`src/rtl/mrfc_pkg.sv`:
```
// Shared types, constants and the byte-wide CRC step for the Modbus reply checker.
// No dependencies; used by every module in rtl.
`timescale 1ns / 1ps

package mrfc_pkg;

  localparam int unsigned NUM_SLAVES_DEF = 8;

  localparam logic [15:0] CRC_INIT = 16'hFFFF;
  localparam logic [15:0] CRC_POLY = 16'hA001;

  localparam logic [7:0]  FUNC_READ_INPUT = 8'h04;

  localparam logic [15:0] LEN_FLOW  = 16'h0004;
  localparam logic [15:0] LEN_TOTAL = 16'h0008;
  localparam logic [15:0] LEN_UNIT  = 16'h0002;

  // lowest byte index the last byte may sit at for each kind
  localparam logic [3:0]  LAST_IDX_FLOW  = 4'd9;
  localparam logic [3:0]  LAST_IDX_TOTAL = 4'd13;
  localparam logic [3:0]  LAST_IDX_UNIT  = 4'd7;

  localparam logic [3:0]  COUNT_MAX = 4'd15;

  localparam logic [3:0]  IDX_ADDR   = 4'd0;
  localparam logic [3:0]  IDX_FUNC   = 4'd1;
  localparam logic [3:0]  IDX_LEN_HI = 4'd2;
  localparam logic [3:0]  IDX_LEN_LO = 4'd3;
  localparam logic [3:0]  IDX_W0_LO  = 4'd4;
  localparam logic [3:0]  IDX_W0_HI  = 4'd7;
  localparam logic [3:0]  IDX_W1_LO  = 4'd8;
  localparam logic [3:0]  IDX_W1_HI  = 4'd11;
  localparam logic [3:0]  IDX_UNIT   = 4'd5;

  typedef enum logic [1:0] {
    KIND_FLOW_FLOAT = 2'd0,
    KIND_TOTAL_LONG = 2'd1,
    KIND_FLOW_UNIT  = 2'd2,
    KIND_TOTAL_UNIT = 2'd3
  } kind_t;

  typedef enum logic [2:0] {
    ST_OK        = 3'd0,
    ST_BAD_ADDR  = 3'd1,
    ST_BAD_FUNC  = 3'd2,
    ST_BAD_CRC   = 3'd3,
    ST_BAD_LEN   = 3'd4,
    ST_TOO_SHORT = 3'd5
  } status_t;

  typedef struct packed {
    logic [7:0] data;
    logic       last;
    kind_t      kind;
  } beat_t;

  typedef struct packed {
    status_t     status;
    logic [2:0]  slave_index;
    kind_t       kind;
    logic [31:0] first_word;
    logic [31:0] second_word;
    logic [7:0]  unit_code;
  } result_t;

  typedef struct packed {
    logic update;
    logic clear;
  } crc_ctl_t;

  function automatic logic [15:0] crc_byte(input logic [15:0] crc, input logic [7:0] b);
    logic [15:0] c;
    c = crc ^ {8'h00, b};
    for (int i = 0; i < 8; i++) begin
      c = c[0] ? ((c >> 1) ^ CRC_POLY) : (c >> 1);
    end
    return c;
  endfunction

endpackage

```
`src/rtl/mrfc_crc.sv`:
```
// CRC-16 accumulator: one byte folded in per update, reloaded on clear.
// Depends on mrfc_pkg.
`timescale 1ns / 1ps

module mrfc_crc (
  input  logic                clk,
  input  logic                rst,
  input  mrfc_pkg::crc_ctl_t  ctl,
  input  logic [7:0]          data,
  output logic [15:0]         crc_next
);

  logic [15:0] crc;

  assign crc_next = ctl.update ? mrfc_pkg::crc_byte(crc, data) : crc;

  always_ff @(posedge clk) begin
    if (rst || ctl.clear) begin
      crc <= mrfc_pkg::CRC_INIT;
    end else begin
      crc <= crc_next;
    end
  end

endmodule

```
`src/rtl/mrfc_frame.sv`:
```
// Frame state and result evaluation for one registered beat.
// Depends on mrfc_pkg and mrfc_crc.
`timescale 1ns / 1ps

module mrfc_frame #(
  parameter int unsigned NUM_SLAVES = mrfc_pkg::NUM_SLAVES_DEF
) (
  input  logic                clk,
  input  logic                rst,
  input  logic                fire,
  input  mrfc_pkg::beat_t     beat,
  output mrfc_pkg::result_t   result
);

  localparam logic [7:0] MAX_ADDR = 8'(NUM_SLAVES);

  logic [3:0]         byte_count;
  logic [7:0]         tail0;
  logic [7:0]         tail1;
  logic [7:0]         addr_byte;
  logic               func_ok;
  logic [15:0]        length_field;
  logic [31:0]        word0;
  logic [31:0]        word1;
  logic [7:0]         unit_byte;
  logic [15:0]        crc_next;
  mrfc_pkg::crc_ctl_t crc_ctl;
  logic [3:0]         min_idx;
  logic [15:0]        expect_len;
  logic [15:0]        rx_crc;
  logic [7:0]         addr_m1;

  assign crc_ctl.update = fire && (byte_count >= mrfc_pkg::IDX_LEN_HI);
  assign crc_ctl.clear  = fire && beat.last;

  mrfc_crc u_crc (
    .clk      (clk),
    .rst      (rst),
    .ctl      (crc_ctl),
    .data     (tail0),
    .crc_next (crc_next)
  );

  always_ff @(posedge clk) begin
    if (rst) begin
      byte_count <= '0;
    end else if (fire) begin
      if (beat.last) begin
        byte_count <= '0;
      end else if (byte_count != mrfc_pkg::COUNT_MAX) begin
        byte_count <= byte_count + 4'd1;
      end
    end
  end

  always_ff @(posedge clk) begin
    if (fire) begin
      tail0 <= tail1;
      tail1 <= beat.data;
      if (byte_count == mrfc_pkg::IDX_ADDR) begin
        addr_byte <= beat.data;
      end
      if (byte_count == mrfc_pkg::IDX_FUNC) begin
        func_ok <= (beat.data == mrfc_pkg::FUNC_READ_INPUT);
      end
      if (byte_count == mrfc_pkg::IDX_LEN_HI) begin
        length_field[15:8] <= beat.data;
      end
      if (byte_count == mrfc_pkg::IDX_LEN_LO) begin
        length_field[7:0] <= beat.data;
      end
      if (byte_count >= mrfc_pkg::IDX_W0_LO && byte_count <= mrfc_pkg::IDX_W0_HI) begin
        word0 <= {word0[23:0], beat.data};
      end
      if (byte_count >= mrfc_pkg::IDX_W1_LO && byte_count <= mrfc_pkg::IDX_W1_HI) begin
        word1 <= {word1[23:0], beat.data};
      end
      if (byte_count == mrfc_pkg::IDX_UNIT) begin
        unit_byte <= beat.data;
      end
    end
  end

  always_comb begin
    case (beat.kind)
      mrfc_pkg::KIND_FLOW_FLOAT: begin
        min_idx    = mrfc_pkg::LAST_IDX_FLOW;
        expect_len = mrfc_pkg::LEN_FLOW;
      end
      mrfc_pkg::KIND_TOTAL_LONG: begin
        min_idx    = mrfc_pkg::LAST_IDX_TOTAL;
        expect_len = mrfc_pkg::LEN_TOTAL;
      end
      default: begin
        min_idx    = mrfc_pkg::LAST_IDX_UNIT;
        expect_len = mrfc_pkg::LEN_UNIT;
      end
    endcase
  end

  assign rx_crc  = {beat.data, tail1};
  assign addr_m1 = addr_byte - 8'd1;

  always_comb begin
    result             = '0;
    result.kind        = beat.kind;
    result.status      = mrfc_pkg::ST_OK;
    if (byte_count < min_idx) begin
      result.status = mrfc_pkg::ST_TOO_SHORT;
    end else if (addr_byte == 8'd0 || addr_byte > MAX_ADDR) begin
      result.status = mrfc_pkg::ST_BAD_ADDR;
    end else if (!func_ok) begin
      result.status = mrfc_pkg::ST_BAD_FUNC;
    end else if (crc_next != rx_crc) begin
      result.status = mrfc_pkg::ST_BAD_CRC;
    end else if (length_field != expect_len) begin
      result.status = mrfc_pkg::ST_BAD_LEN;
    end else begin
      result.slave_index = addr_m1[2:0];
      case (beat.kind)
        mrfc_pkg::KIND_FLOW_FLOAT: begin
          result.first_word = word0;
        end
        mrfc_pkg::KIND_TOTAL_LONG: begin
          result.first_word  = word0;
          result.second_word = word1;
        end
        default: begin
          result.unit_code = unit_byte;
        end
      endcase
    end
  end

endmodule
```
`config.mk`:
```
export PLATFORM = sky130hd
export DESIGN_NAME = mrfc_frame
export DESIGN_NICKNAME = d
export VERILOG_FILES = /design/src/rtl/mrfc_pkg.sv /design/src/rtl/mrfc_crc.sv /design/src/rtl/mrfc_frame.sv
export SDC_FILE = /design/constraint.sdc
export NUM_CORES = 1
export LEC_CHECK = 0
export ABC_AREA = 1
export BUFFER_PORTS_ARGS = -buffer_cell sky130_fd_sc_hd__buf_4
export CAP_MARGIN = 20
export CORE_MARGIN = 1.5
export CORE_UTILIZATION = 35
export DETAILED_ROUTE_END_ITERATION = 6
export GPL_TIMING_DRIVEN = 0
export SYNTH_ARGS = -nofsm -noshare
export SYNTH_HDL_FRONTEND = slang
export SYNTH_SLANG_ARGS = --single-unit
```
`constraint.sdc`:
```
create_clock -name clk -period 7.45 [get_ports clk]
set_input_delay 0.3725 -clock clk [delete_from_list [all_inputs] [get_ports clk]]
set_output_delay 0.3725 -clock clk [all_outputs]
set_load 0.02 [all_outputs]
```
Word level (Yosys, flattened, before mapping)
Index checks and enable logic that the tools add are counted.
W data, S select, Z words.
- bits in registers: 133
- input bits: 14
- output and inout port bits: 80
- logic and storage cells: 88
- add/subtract/negate cells: 2
- magnitude comparators: 7
- eq/ne operators: 9
- multiplexer cells: 31
- bitwise operators: 9
- reductions and logical operators: 19
- operators with widths (cell ; count):
    $mux W72 ; 5
    $mux W16 ; 9
    $mux W32 ; 2
    $ne A16 B16 Y1 ; 2
    $mux W3 ; 10
    $not A2 Y3 ; 8
    $pmux W4 S2 ; 2
    $reduce_and A2 Y1 ; 8
    $xor A16 B8 Y16 ; 1
    $eq A4 B2 Y1 const B ; 2
    $eq A8 B3 Y1 const B ; 1
    $gt A8 B4 Y1 const B ; 1
    $logic_not A8 Y1 ; 1
    $mux W4 ; 2
    $mux W8 ; 1
    $add A4 B1 Y4 const B ; 1
    $eq A4 B1 Y1 const B ; 1
    $eq A4 B3 Y1 const B ; 1
    $ge A4 B2 Y1 const B ; 1
    $ge A4 B3 Y1 const B ; 1
    $ge A4 B4 Y1 const B ; 1
    $le A4 B3 Y1 const B ; 1
    $le A4 B4 Y1 const B ; 1
    $logic_and A1 B1 Y1 ; 4
    9 further kinds ; 10

Logic depth before layout (Yosys ltp)
- word-level depth: 23
- depth in mapped cells: 21
- depth with buffers taken out: 19

Modules after synthesis
A second synthesis with hierarchy kept.
- cell total of the unflattened synthesis: 643
- area, all modules: 6592.6 µm²
- by module, submodules not included (module ; instances ; cells each ; area each (µm²) ; seq. area each (µm²)):
    mrfc_frame ; 1 ; 488 ; 5520.3 ; 3473.3
    mrfc_crc ; 1 ; 155 ; 1072.3 ; 320.3

Least setup slack after synthesis
Ideal clock, no wire load.
- path type: in2reg
- from: input fire
- to: register word1[0] (enable)
- setup time: 0.461 ns
- arrival time: 2.847 ns
- data required time: 6.989 ns
- path slack: 4.142 ns
- stages: 3
- buffers on the path: 1
- path through: buf_2 inv_1 nor3_1
- longest elaborated chain between the ends: 1
- RTL lines (what ; RTL line ; text):
    start: declaration ; mrfc_frame.sv:10 ; input logic fire,
    $reduce_and A2 Y1 (no line) ; - ;
    end signal: assignment ; mrfc_frame.sv:76 ; word1 <= {word1[23:0], beat.data};
    end: declaration ; mrfc_frame.sv:24 ; logic [31:0] word1;
No other way between the ends.
A chain may end at the register's enable or synchronous reset.

==> reports/results.tsv <==
stage	metric	value	unit
floorplan	Die X	136	um
worst_hold_path	WHS Path Cells	2	
placement	PortBufs	93	
synthesis	largest area contributor in the netlist	edfxtp_1	
power	P_leak	3.22	nW
setup_path	arrival time of the worst setup path	3.47	ns
sta	skew final	0.00503	ns
global_route	total gr overflow	0	
route	Wirelength per Cell	14.2	um
power	Net Switching	0.436	mW
sta	setup_tns	0	ns
global_route	first-pass GRT wire length	22.6	mm
power	Reg power frac	47.1	%
finish	ant diodes	0	
clock_network	Reg clk slew, reported paths	0.06	ns
sta	Setup-failing EPs final	0	
setup_path	Worst EP required	7.08	ns
placement	pre-CTS setup slack	4.06	ns
synthesis	Netlist cell types	32	
sta	Tcrit/Tclk final	51.5	%
sta	Slew Limit Fails	0	
power	Cell Pwr Density	227	nW/um^2
route	vias	4675	
sta	final hold violation count	0	
route	Iteration-0 DRC Markers	270	
synthesis	Post-Syn Instances	657	
sta	min Tclk post-route	3.84	ns
clock_network	Clock Latency Late Sink	0.42	ns
setup_path	CP Capture Type	output pin	
sta	final worst setup slack	3.61	ns
setup_path	r2r endpoint	byte_count[3]	
flow_run	max_cap viols	0	
finish	layout cells sized above 1	22.8	%
floorplan	Initial Utilization	35.8	%
setup_path	Worst Reg-to-Reg Cells	7	
clock_network	Max H-tree Level	4	
floorplan	io pins	94	
placement	DPL Wire Length	10.3	mm
finish	Final #Nets	797	
floorplan	Die Span Y	136	um
power	Peak VDD IR	0.000167	V
clock_network	Root Driver	clkbuf_16	
worst_hold_path	Min-Delay Startpoint	rst	
clock_network	post-CTS sizing	0	
synthesis	number of synthesized register bits	133	
finish	synth-to-layout area growth	26.5	%
floorplan	Row Count	48	
synthesis	Post-synth EDFFs	113	
power	Sw Share	24.7	%
route	DRC	0	
setup_path	FF-to-FF setup slack	5.56	ns
synthesis	leading cell types by count after synthesis	nand2_1 (239), edfxtp_1 (113), nor2_1 (75)	
synthesis	Primary FF master, synth	edfxtp_1	
sta	worst slew pin tran	0.924	ns
setup_path	WS Path Type	reg -> out	
finish	fillcell total	1627	
global_route	Total Routing Usage GR	16.5	%
clock_network	total setup buffers inserted after CTS	0	
synthesis	Post-synth ARST share	0	%
clock_network	Max Root-Sink Buffers	2	
power	Int Power	1.33	mW
sta	RSZ-0062 raised after global routing	false	
synthesis	top-area cell type share of the netlist area	55.1	%
floorplan	Die Area	18400	um^2
synthesis	most frequent cell after synthesis	nand2_1	
clock_network	Post-CTS Hold Fix Bufs	0	
route	Final ANT Viol Nets	0	
synthesis	Mapped Area	6160	um^2
placement	RePlAce Congestion	0.833	
worst_hold_path	Worst Hold Endpoint	byte_count[0]	
global_route	vias in the first global route	4393	
synthesis	yosys warns	0	
setup_path	Slowest cell on crit path	dfxtp_1	
synthesis	post-synthesis sequential area ratio	61.6	%
setup_path	CP peak stage delay	0.41	ns
power	Comb pwr share	7.2	%
route	Pre-Repair DR Iteration Count	5	
setup_path	R2R Path Start	byte_count[1]	
run_status	status	completed	
clock_network	Clock Sink Count	133	
route	via density per instance	4.62	
synthesis	Syn Area/Cell	9.38	um^2
synthesis	ranking of synthesized cells by area	edfxtp_1 (55%), nand2_1 (15%), dfxtp_1 (6.5%), nor2_1 (4.6%), nand3_1 (4.4%)	
global_route	largest net degree at the start of global routing	18	
sta	Max Clk Rate	0.261	GHz
clock_network	CTS tree	built	
route	drt total wl	14.3	mm
worst_hold_path	Worst Hold Class	in -> reg	
setup_path	worst path cell trace	inv_1 > ha_1 > nor2_1 > nand2_2 > nand2_4 > buf_2 > nand2_1 > nand3_1 > nand2_1 > nor2_1 > nand2_1 > nor2_1 > nand2_1 > nor2_2 > nand3_2 > nor2_2 > nand2_4 > buf_6 > nor2_1 > buf_4	
setup_path	Worst setup SP type	flop	
power	clock share of power	45.7	%
sta	Max-slew headroom	37.9	%
synthesis	Synthesized Nets	679	
clock_network	CTS buffer count	17	
global_route	initial antenna violation count	0	
floorplan	area of the core	17200	um^2
setup_path	Crit Path Max Fanout	10	
## per-stage QoR
| stage | hold WS, ns | utilization (%) | total power, mW | std cells | instance area [um^2] |
|---|---|---|---|---|---|
| floorplan | 0.426 | - | 0.931 | 657 | 6160 |
| global placement | 0.428 | 41.4 | 0.972 | 975 | 7140 |
| detailed placement | 0.432 | 41.9 | 0.974 | 981 | 7220 |
| CTS | 0.131 | 45.2 | 1.78 | 1013 | 7800 |
| global route | 0.136 | 45.2 | 1.83 | 1013 | 7800 |
| finish | 0.142 | 45.2 | 1.77 | 1013 | 7800 |
## kinds of logic after synthesis
logic type / count (synthesis) / synth area share, %
AO/OA/AOI/OAI: 17 / 1.62
flip-flops: 133 / 61.6
adder cells (fa/ha/maj): 8 / 1.62
XOR/XNOR: 1 / 0.142
buffers and inverters: 83 / 6.31
AND/OR/NAND/NOR: 415 / 28.7
## worst max-delay path, delay by kind of cell (launching register included)
| kind | cells | cell delay (ns) |
|---|---|---|
| buffers and inverters | 4 | 0.69 |
| adder cells (fa/ha/maj) | 1 | 0.22 |
| AND/OR/NAND/NOR | 15 | 1.72 |
| flip-flops | 1 | 0.41 |
## power groups by stage
stage	clock, mW	sequential, mW	combinational (mW)
after global routing	0.854	0.835	0.146
final	0.808	0.833	0.127
after detailed placement	0	0.848	0.126
after floorplan	0	0.846	0.0849
after global placement	0	0.848	0.124
after CTS	0.825	0.832	0.127
## cell usage in the layout (no fill, tap or decap), drive strengths merged
cell type / count
a211oi: 2
bufinv: 1
inv: 68
nand4: 5
a21oi: 5
o31ai: 1
nor3: 2
a21o: 1
a31oi: 2
nand2: 242
ha: 8
edfxtp: 113
a21boi: 1
clkinv: 3
or3: 1
nand3: 56
nor2: 100
nor4: 6
xnor2: 1
nor3b: 1
o21ai: 5
nand3b: 1
clkinvlp: 4
dfxtp: 20
buf: 112
or2: 1
clkbuf: 26
## registers in the layout, indices dropped and copies added, names as in the netlist
signal	count
tail1	8
tail0	8
u_crc.crc	16
addr_byte	8
byte_count	4
word1	32
func_ok	1
word0	32
length_field	16
unit_byte	8
## worst max path at each step
stage                  startpoint    endpoint  cells past startpoint  slack, ns
global route        byte_count[0]  result[11]                     20       3.29
detailed placement  byte_count[0]  result[11]                     20       4.06
CTS                 byte_count[0]  result[11]                     20       3.60
finish              byte_count[0]  result[11]                     20       3.61
global placement             fire   word1[22]                      4       2.71
floorplan                    fire    word1[0]                      3       4.14
## cell type report
| type | instances | area [um^2] | share of cell area [%] |
|---|---|---|---|
| tap | 225 | 282 | 3.61 |
| clock buffer | 18 | 429 | 5.50 |
| multi-input combinational | 441 | 2000 | 25.6 |
| buffer | 21 | 156 | 2.01 |
| inverter | 62 | 233 | 2.99 |
| timing repair buffer | 99 | 762 | 9.77 |
| clock inverter | 14 | 144 | 1.85 |
| sequential | 133 | 3790 | 48.7 |
## routing by layer
layer / wire length (um) / up-vias / part of all wire, % / global-route usage [%]
met2: 6760 / 122 / 47 / 27.2
li1: - / 2375 / - / -
met1: 6570 / 2164 / 46 / 21.1
met5: 0 / - / 0 / 0
met4: 146 / 0 / 1.0 / 4.90
met3: 858 / 14 / 6.0 / 4.53
(Power assumes the default switching activity.)
